[src/hw/rtl/wrc_pkg.sv]
// ----------------------------------------------------------------------------
// wrc_pkg: shared types and constants of the waterfall row colouriser
// Holds the level format, the register indexes and the sequencer states.
// ----------------------------------------------------------------------------
package wrc_pkg;

  localparam int MagFracBits = 24;
  localparam int LvlW        = 26;
  localparam int OneDb       = 65536;
  localparam int DbK         = 394566;

  localparam logic signed [LvlW-1:0] LevelMin   = LvlW'(-200 * OneDb);
  localparam logic signed [LvlW-1:0] LevelMax   = LvlW'(200 * OneDb);
  localparam logic signed [LvlW-1:0] MinRange   = LvlW'(20 * OneDb);
  localparam logic signed [LvlW-1:0] PeakReset  = LvlW'(-40 * OneDb);
  localparam logic signed [LvlW-1:0] FloorReset = LvlW'(-80 * OneDb);

  localparam logic [1:0] RegGain   = 2'd0;
  localparam logic [1:0] RegAttack = 2'd1;
  localparam logic [1:0] RegDecay  = 2'd2;

  typedef enum logic [3:0] {
    S_IDLE,
    S_NORM,
    S_LOG,
    S_SCALE,
    S_ROUND,
    S_TRACK_PEAK,
    S_TRACK_FLOOR,
    S_PREP,
    S_DIV,
    S_COLOR,
    S_OUT
  } state_t;

endpackage

[src/hw/rtl/waterfall_row_colorizer_agc.sv]
// ----------------------------------------------------------------------------
// waterfall_row_colorizer_agc: dB conversion, gain tracking and colour ramp
// Converts a column magnitude to dB, tracks the row levels and colours pixels.
// ----------------------------------------------------------------------------
// A measure column passes through the accept state, a normalise step, the log2
// fraction steps through the shared squaring multiplier, a scale and a rounding
// step before the block is ready again. The last measure column of a row adds
// the peak and floor tracking multiplies. A colorize column skips the 11-step
// restoring divider when the level clamps to either end of the ramp, and the
// finished pixel waits in its output register until taken. A zero magnitude
// skips the log and scale steps. The block takes one beat at a time.
module waterfall_row_colorizer_agc
  import wrc_pkg::*;
(
  input  logic              clk,
  input  logic              rst,
  input  logic              cfg_we,
  input  logic [1:0]        cfg_index,
  input  logic [15:0]       cfg_data,
  input  logic              in_valid,
  output logic              in_ready,
  input  logic              action,
  input  logic [31:0]       magnitude,
  input  logic              is_last,
  output logic              out_valid,
  input  logic              out_ready,
  output logic [7:0]        red,
  output logic [7:0]        green,
  output logic [7:0]        blue
);

  state_t state, state_next;

  logic signed [6:0]  gain_db;
  logic [15:0]        attack_coef, decay_coef;
  logic signed [LvlW-1:0] peak_level, floor_level, row_max, row_min, lvl;
  logic signed [LvlW-1:0] lvl_c;
  logic               act_r, last_r;
  logic [32:0]        m;
  logic [4:0]         p;
  logic [4:0]         cnt;
  logic signed [22:0] l;
  logic signed [63:0] acc;
  logic signed [LvlW+1:0] rng, n;
  logic signed [LvlW+1:0] n_c, rng_c, span;
  logic [37:0]        prod;
  logic [37:0]        rem;
  logic [10:0]        dlo;
  logic [10:0]        q;
  logic               inexact;

  // One shared multiplier, operands chosen by the sequencer state.
  logic signed [33:0] mul_a, mul_b;
  logic signed [67:0] mul_p;
  assign mul_p = mul_a * mul_b;

  always_comb begin
    mul_a = '0;
    mul_b = '0;
    case (state)
      S_LOG:   begin mul_a = {1'b0, m}; mul_b = {1'b0, m}; end
      S_SCALE: begin mul_a = 34'(l); mul_b = 34'(DbK); end
      S_TRACK_PEAK: begin
        mul_a = (row_max > peak_level) ? {18'd0, attack_coef} : {18'd0, decay_coef};
        mul_b = 34'(row_max) - 34'(peak_level);
      end
      S_TRACK_FLOOR: begin
        mul_a = (row_min < floor_level) ? {18'd0, attack_coef} : {18'd0, decay_coef};
        mul_b = 34'(row_min) - 34'(floor_level);
      end
      default: ;
    endcase
  end

  logic [32:0] sq;
  assign sq = 33'(mul_p >>> 31);

  logic [4:0] msb;
  always_comb begin
    msb = '0;
    for (int i = 0; i < 32; i++) if (magnitude[i]) msb = 5'(i);
  end

  logic signed [47:0] rnd;
  assign rnd = 48'((acc + 64'sd32768) >>> 16);

  // A zero magnitude skips the log and lands exactly on the bottom level.
  assign lvl_c = (m == '0) ? LevelMin : LvlW'(rnd);

  assign span  = 28'(peak_level) - 28'(floor_level);
  assign rng_c = (span < 28'(MinRange)) ? 28'(MinRange) : span;
  assign n_c   = 28'(lvl) + 28'(gain_db) * 28'(OneDb) - 28'(floor_level);

  // The dividend is 1020 times the normalised level; its top bits preload the
  // remainder, which stays below the range, and the low 11 bits are shifted in.
  assign prod = (38'(n_c) << 10) - (38'(n_c) << 2);

  logic [37:0] trial;
  assign trial = {rem[36:0], dlo[10]} - {10'd0, rng};

  assign inexact = (rem != '0) && (n > 0) && (n < rng);

  always_comb begin
    state_next = state;
    case (state)
      S_IDLE:  if (in_valid) state_next = S_NORM;
      S_NORM:  state_next = (m == '0) ? S_ROUND : S_LOG;
      S_LOG:   if (cnt == 5'd15) state_next = S_SCALE;
      S_SCALE: state_next = S_ROUND;
      S_ROUND: state_next = act_r ? S_PREP : (last_r ? S_TRACK_PEAK : S_IDLE);
      S_TRACK_PEAK:  state_next = S_TRACK_FLOOR;
      S_TRACK_FLOOR: state_next = S_IDLE;
      S_PREP:  state_next = (n_c <= 0 || n_c >= rng_c) ? S_COLOR : S_DIV;
      S_DIV:   if (cnt == 5'd10) state_next = S_COLOR;
      S_COLOR: state_next = S_OUT;
      S_OUT:   if (out_ready) state_next = S_IDLE;
      default: state_next = S_IDLE;
    endcase
  end

  assign in_ready  = (state == S_IDLE);
  assign out_valid = (state == S_OUT);

  logic [10:0] t;
  always_comb begin
    t = q;
    if (n <= 0) t = '0;
    else if (n >= rng) t = 11'd1020;
  end

  always_ff @(posedge clk) begin
    if (rst) begin
      state       <= S_IDLE;
      gain_db     <= '0;
      attack_coef <= 16'd3277;
      decay_coef  <= 16'd131;
      peak_level  <= PeakReset;
      floor_level <= FloorReset;
      row_max     <= LevelMin;
      row_min     <= LevelMax;
    end else begin
      state <= state_next;
      if (cfg_we) begin
        case (cfg_index)
          RegGain: begin
            if ($signed(cfg_data[6:0]) > 7'sd60) gain_db <= 7'sd60;
            else if ($signed(cfg_data[6:0]) < -7'sd60) gain_db <= -7'sd60;
            else gain_db <= $signed(cfg_data[6:0]);
          end
          RegAttack: attack_coef <= cfg_data;
          RegDecay:  decay_coef <= cfg_data;
          default: ;
        endcase
      end
      case (state)
        S_ROUND: if (!act_r) begin
          if (lvl_c > row_max) row_max <= lvl_c;
          if (lvl_c < row_min) row_min <= lvl_c;
        end
        S_TRACK_PEAK: begin
          peak_level <= peak_level + LvlW'((mul_p + 68'sd32768) >>> 16);
          row_max <= LevelMin;
        end
        S_TRACK_FLOOR: begin
          floor_level <= floor_level + LvlW'((mul_p + 68'sd32768) >>> 16);
          row_min <= LevelMax;
        end
        default: ;
      endcase
    end
  end

  always_ff @(posedge clk) begin
    case (state)
      S_IDLE: if (in_valid) begin
        act_r  <= action;
        last_r <= is_last;
        p      <= msb;
        m      <= 33'({1'b0, magnitude} << (5'd31 - msb));
        cnt    <= '0;
        l      <= '0;
      end
      S_NORM: ;
      S_LOG: begin
        cnt <= cnt + 5'd1;
        if (sq[32]) begin m <= sq >> 1; l <= {l[21:0], 1'b1}; end
        else begin m <= sq; l <= {l[21:0], 1'b0}; end
      end
      S_SCALE: acc <= 64'(mul_p[56:0]) + 64'((64'($signed({1'b0, p})) - 64'(MagFracBits)) * DbK * 65536);
      S_ROUND: begin
        lvl <= lvl_c;
        cnt <= '0;
      end
      S_PREP: begin
        n   <= n_c;
        rng <= rng_c;
        rem <= {11'd0, prod[37:11]};
        dlo <= prod[10:0];
        q   <= '0;
      end
      S_DIV: begin
        cnt <= cnt + 5'd1;
        dlo <= {dlo[9:0], 1'b0};
        if (!trial[37]) begin rem <= trial; q <= {q[9:0], 1'b1}; end
        else begin rem <= {rem[36:0], dlo[10]}; q <= {q[9:0], 1'b0}; end
      end
      S_COLOR: begin
        if (t < 11'd255) begin red <= 8'd0; green <= 8'd0; blue <= t[7:0]; end
        else if (t < 11'd510) begin red <= 8'd0; green <= 8'(t - 11'd255); blue <= 8'd255; end
        else if (t < 11'd765) begin
          red <= 8'(t - 11'd510); green <= 8'd255; blue <= 8'(11'd765 - t - 11'(inexact));
        end else begin
          red <= 8'd255; green <= 8'(11'd1020 - t - 11'(inexact)); blue <= 8'd0;
        end
      end
      default: ;
    endcase
  end

endmodule

[config.mk]
export PLATFORM = sky130hd
export DESIGN_NAME = waterfall_row_colorizer_agc
export DESIGN_NICKNAME = d
export VERILOG_FILES = /design/src/hw/rtl/wrc_pkg.sv /design/src/hw/rtl/waterfall_row_colorizer_agc.sv
export SDC_FILE = /design/constraint.sdc
export NUM_CORES = 2
export LEC_CHECK = 0
export BUFFER_PORTS_ARGS = -buffer_cell sky130_fd_sc_hd__buf_2
export CORE_MARGIN = 1.5
export CORE_UTILIZATION = 35
export CTS_BUF_LIST = sky130_fd_sc_hd__clkbuf_4 sky130_fd_sc_hd__clkbuf_8 sky130_fd_sc_hd__clkbuf_16
export CTS_CLUSTER_SIZE = 28
export DETAILED_ROUTE_END_ITERATION = 12
export GPL_ROUTABILITY_DRIVEN = 0
export GPL_TIMING_DRIVEN = 0
export PLACE_DENSITY = 0.53
export REMOVE_ABC_BUFFERS = 1
export SLEW_MARGIN = 20
export SYNTH_ARGS = -nofsm -noshare
export SYNTH_HDL_FRONTEND = slang
export SYNTH_SLANG_ARGS = --single-unit
[constraint.sdc]
create_clock -name clk -period 12.25 [get_ports clk]
set_clock_uncertainty 0.1 [all_clocks]
set_input_delay 1.225 -clock clk [delete_from_list [all_inputs] [get_ports clk]]
set_output_delay 1.225 -clock clk [all_outputs]
set_load 0.02 [all_outputs]
; ---- Yosys cells after proc, flatten, opt, wreduce, memory -nomap -nowiden
; Index checks and enable logic that the tools add are counted.
[totals]
regBits = 423
input_bits = 57
out_inout_bits = 26
elab_cells = 183
[op_classes]
n_addsub = 21
multipliers = 2
magnitude_cmp = 16
eq_ne = 21
shift = 1
n_mux = 75
n_reduce_logical = 23
[op_table]
columns = operator, n
row1 = $pmux W34 S4, 2
row2 = $mux W5, 31
row3 = $mux W26, 5
row4 = $pmux W26 S2, 2
row5 = $add A42 B17 Y42 const B, 2
row6 = $sub A26 B26 Y27, 3
row7 = $pmux W38 S2, 1
row8 = $pmux W33 S2, 1
row9 = $mul A34 B34 Y64, 1
row10 = $ge A28 B28 Y1, 2
row11 = $le A28 B1 Y1 const B, 2
row12 = $add A26 B26 Y26, 2
row13 = $gt A26 B26 Y1, 2
row14 = $lt A26 B26 Y1, 2
row15 = $mux W8, 6
row16 = $pmux W23 S2, 1
row17 = $pmux W11 S2, 2
row18 = $add A42 B42 Y42, 1
row19 = $pmux W4 S10, 1
row20 = $mux W38, 1
row21 = $reduce_bool A38 Y1, 1
row22 = $sub A38 B28 Y38, 1
row23 = $sub A38 B30 Y38, 1
row24 = $logic_not A33 Y1, 1
row25 = other kinds (48), 85

; ---- Depth between registers and ports, before layout
[depth]
ltp_word = 35
mapped_depth = 63

; ---- Least setup slack after synthesis
; Ideal clock, no wire load.
[synth_timing]
path_type = register to register
start = register floor_level[18]
end = register floor_level[25]
setup_time_ns = 0.127
arrival_ns = 12.788
required_time_ns = 12.023
setup_slack_ns = -0.765
path_stages_with_launch = 58
n_path_buf = 7
synth_period_minus_slack_ns = 13.015
cell_sequence = dfxtp_1 > inv_1 > ha_1 > clkbuf_1 > nand2_1 > o21ai_0 > a31oi_1 > o21ai_0 > a211o_4 > and2_1 > clkbuf_1 > clkbuf_1 > mux2i_1 > o221a_2 > clkbuf_1 > nor2_1 > fa_1 > fa_1 > [22 not listed] > xnor2_1 > ha_1 > a21o_1 > a21o_1 > a31o_2 > a211oi_1 > o21ai_0 > nor3b_1 > nor2_1 > a211oi_1 > a211o_1 > o211ai_1 > o21a_1 > o21ai_0 > nand3_1 > mux2_4 > nand3_1 > or3b_1
[synth_between]
elab_chain_cells = 6
elab_cells_between_ends = 8
classes_between = add/sub (3) / mul (1) / order compare (1) / mux (3)
[synth_lines]
columns = item, line_no
row1 = start: declaration, waterfall_row_colorizer_agc.sv:36  ; logic signed [LvlW-1:0] peak_level, floor_level, row_max, row_min, lvl;
row2 = start signal: assignment, waterfall_row_colorizer_agc.sv:138  ; floor_level <= FloorReset;
row3 = start signal: assignment, waterfall_row_colorizer_agc.sv:165  ; floor_level <= floor_level + LvlW'((mul_p + 68'sd32768) >>> 16);
row4 = $lt A26 B26 Y1, waterfall_row_colorizer_agc.sv:68  ; mul_a = (row_min < floor_level) ? {18'd0, attack_coef} : {18'd0, decay_coef};
row5 = $mux W16, waterfall_row_colorizer_agc.sv:68
row6 = $pmux W34 S4, waterfall_row_colorizer_agc.sv:60  ; case (state)
row7 = $mul A34 B34 Y64, waterfall_row_colorizer_agc.sv:55  ; assign mul_p = mul_a * mul_b;
row8 = $add A42 B17 Y42, waterfall_row_colorizer_agc.sv:165
row9 = $add A26 B26 Y26 (*), waterfall_row_colorizer_agc.sv:165
; Every way passes the cells marked *; elsewhere a longest branch is shown, timed or not.
; A chain may end at the register's enable or synchronous reset.

; ---- Final worst setup path
[layout_timing]
start = register row_min[0]
end = register peak_level[25]
[layout_between]
elab_chain_cells = 6
elab_cells_between_ends = 8
classes_between = add/sub (3) / mul (1) / order compare (1) / mux (3)
[layout_lines]
columns = item, line_no
row1 = start: declaration, waterfall_row_colorizer_agc.sv:36
row2 = start signal: assignment, waterfall_row_colorizer_agc.sv:140  ; row_min <= LevelMax;
row3 = start signal: assignment, waterfall_row_colorizer_agc.sv:158  ; if (lvl_c < row_min) row_min <= lvl_c;
row4 = start signal: assignment, waterfall_row_colorizer_agc.sv:166  ; row_min <= LevelMax;
row5 = $lt A26 B26 Y1, waterfall_row_colorizer_agc.sv:68
row6 = $mux W16, waterfall_row_colorizer_agc.sv:68
row7 = $pmux W34 S4, waterfall_row_colorizer_agc.sv:60
row8 = $mul A34 B34 Y64 (*), waterfall_row_colorizer_agc.sv:55
row9 = $add A42 B17 Y42 (*), waterfall_row_colorizer_agc.sv:161  ; peak_level <= peak_level + LvlW'((mul_p + 68'sd32768) >>> 16);
row10 = $add A26 B26 Y26 (*), waterfall_row_colorizer_agc.sv:161
row11 = end signal: assignment, waterfall_row_colorizer_agc.sv:137  ; peak_level <= PeakReset;
row12 = end signal: assignment, waterfall_row_colorizer_agc.sv:161
row13 = end: declaration, waterfall_row_colorizer_agc.sv:36
; Marks and branches as above.

==> summary.md <==
| Metric | Value |
|---|---|
| Failing checks | DRC, slew limit, setup timing |
| Commonest cells after routing, fill and taps aside | 1595 x inv_1, 1201 x fa_1, 1010 x nand2_1, 749 x nor2_1, 555 x ha_1 |
| CP max FO | 5 |
| Placed Area | between 80000 and 90000 µm² |
| Post-DR vias/cell | 5.37 |
| Clk Latency, worst-skew pair | 0.67 ns |
| Minimum hold slack | 0.375 ns |
| Final Worst Setup Slack | -0.657 ns |
| Clock-pin slew on the worst setup and hold paths | 0.07 ns |
| CP max stage cell | fa_1 |
| Status | complete, but fails checks |
| Setup violations, final | 45 |
| Die ar. | roughly 220000 µm² |
| Final Max Slew Viols | 24 |
| PortBufs | a little over 80 |
| Routed WL | around 270000 µm |
| Wire length per cell | about 23 µm |
| Synth Cell Area | 74900 µm² |
| Final Hold Vio Count | 0 |
| Clock Sinks | approximately 400 |
| Max Cap Viol | 0 |
| CTS tree | built |
| Starting Density | between 30% and 40% |
| Post-synthesis register bit count | 405 |
| DP Worst Slack | -3.67 ns |
| Chip width | 466 µm |
| Worst path max stage delay | 0.57 ns |
| Final worst path period share | 105% |
| CP delay by family, top | adder cells |
| FMAX | 0.0775 GHz |
| Site row count | 169 |
| Critical path launch point type | flop |
| Drt drc | 16 |
| Relative slew slack | -35.2% |
| Minimum clock period | 12.91 ns |
| Fin nets | 10.8k |
| Post-DP HPWL | 208000 µm |
| Total CTS buffers | 53 |
| H-Tree Level Count | 2 |
| Io pins | 83 |
| Reg area | 10700 µm² |
| Top cell type by total area after synthesis | fa_1 |
| Total track usage | around a quarter |
| CTS Hold Bufs | 0 |
| Min-delay worst type | flop to flop |
| Largest net degree at the start of global routing | 87 |
| First-pass DRT Iterations | 11 |
| Vias post-DR | ~63k |
| WP buf/inv | 7 |
| Layout area overhead | 18.2% |
| First-pass GRT wire length | 407000 µm |
| Die extent in y | 466 µm |
| Fillcell total | ~21k |
| Synth cell types | about 110 |
| Top cells by area, synth | fa_1 32%, ha_1 10%, edfxtp_1 10% |
| Crit path kind | flop to flop |
| Design area | 88500 µm² |
| Number of DRC markers in iteration 0 | about 5.4k |
| Multi-input logic area | 61000 µm² |
| Critical path endpoint category | flop |
| Avg Cell Area, Syn | between 8 and 9 µm² |
| WP data required | 12.70 ns |
| Slew @ Worst Pin | 2.03 ns |
| Post-Layout Cell Count | 11.8k |
| Core area | 212000 µm² |
| RSZ-0062 raised after global routing | yes |
| Asr flop ratio synth | 0% |
| DP Cell Count | 11.3k |
| Post-synth EDFFs | 258 |
| Mapped Cells | 8571 |
| Share of cells above drive strength 1 | 14.7% |
| Vias in the first global route | 65.0k |
| Detail Route Antenna Nets | 0 |
| Yosys top cell area share | approximately a third |
| Cell mode on critical path | fa_1 |
| Initial antenna violation count | 12 |
| Data arrival time of the critical path | 13.36 ns |
| Clock Root Buffer | clkbuf_16 |
| Gr ovfl total | 0 |
| Ys Warns | 0 |
| Most common flop cell mapped by yosys | edfxtp_1 |
| Sequential area share after synthesis | 14.3% |
| Clock Tree Buf Depth | 3 |
| Most common cell after layout, fill and taps aside | inv_1 |
-- sequential cells by signal, summed over array words and instances, names as in the netlist, 23 cells and up --
signal and flops:
row_min 26, m 33, l 23, rng 27
peak_level 26, n 28, row_max 26, floor_level 26
acc 27, rem 38, lvl 26
-- layout make-up --
cell class | instances | share of cell area [%]
multi-input combinational | 6261 | 68.9
sequential | 405 | 12.1
inverter | 1633 | 6.95
timing repair buffer | 555 | 6.08
tap | 2821 | 3.99
clock buffer | 65 | 1.63
clock inverter | 33 | 0.325
antenna | 5 | 0.0141
-- cells by family (layout without fill, tap and decap cells) --
group,count (synthesis),after routing,share of synthesized area (%)
AOI/OAI and AO/OA,1272,1283,11.3
xor gates and xnor gates,332,332,3.96
adders and majority gates,1842,1842,42.9
buffers and inverters,1965,2286,9.92
DFF,405,405,14.3
muxes,160,160,2.17
other,2,54,0.0100
and+or+nand+nor,2593,2595,15.4
-- tightest hold or removal path, delay by kind of cell (launching register included) --
family,cells,cell delay [ns]
flops,1,0.33
simple gates,1,0.06
compound gates,1,0.05
-- cells in the mapped netlist (27+ instances only) --
master	count
inv_1	1630
fa_1	1215
nand2_1	1048
nor2_1	779
ha_1	627
a21oi_1	409
clkbuf_1	284
edfxtp_1	258
xnor2_1	229
o21ai_0	189
mux2i_1	149
dfxtp_1	147
a21o_1	145
nand3_1	128
nor3_1	115
xor2_1	97
nand2b_1	82
and2_1	77
o21a_1	61
nand4_1	58
and3_1	53
nor2b_1	53
a31oi_1	44
or2_2	44
nor4_1	40
or3_1	39
o21bai_1	38
o31ai_1	35
a211oi_1	34
buf_1	31
o211ai_1	27
-- worst paths after layout --
| check | startpoint | cells after the start | end | slack [ns] |
|---|---|---|---|---|
| setup / recovery | row_min[0] | 54 | peak_level[25] | -0.66 |
| hold reg to reg | floor_level[7] | 2 | floor_level[7] | 0.37 |
| hold / removal | floor_level[7] | 2 | floor_level[7] | 0.37 |
| setup reg to reg | row_min[0] | 54 | peak_level[25] | -0.66 |
-- metrics by stage --
stage	TNS, ns	utilization [%]
final	-8.51	41.7
after detailed placement	-192.98	37.8
after floorplan	-258.16	-
after global routing	-29.33	41.7
after global placement	-1761.68	36.6
after CTS	-8.10	40.9
-- layer usage --
layer	wire length, µm	share of wire [%]	global-route usage, %	vias to the layer above
met1	110000	41	32.0	31800
met5	46	0.017	0	-
met3	20400	7.5	4.56	745
met4	19600	7.2	14.7	6
li1	-	-	-	28200
met2	121000	45	39.2	2503
-- what timing repair did --
item | CTS | global route
setup buffers | 273 | 89
cloned | 16 | 2
pin swaps | 162 | 196
resized for setup | 499 | 220
endpoints found under the hold margin | 0 | 0
endpoints found under the setup margin | 104 | 73
Power is left out: the tool's default activity adds up to more than one toggle a clock period on the data nets, which glitch-free logic cannot reach.
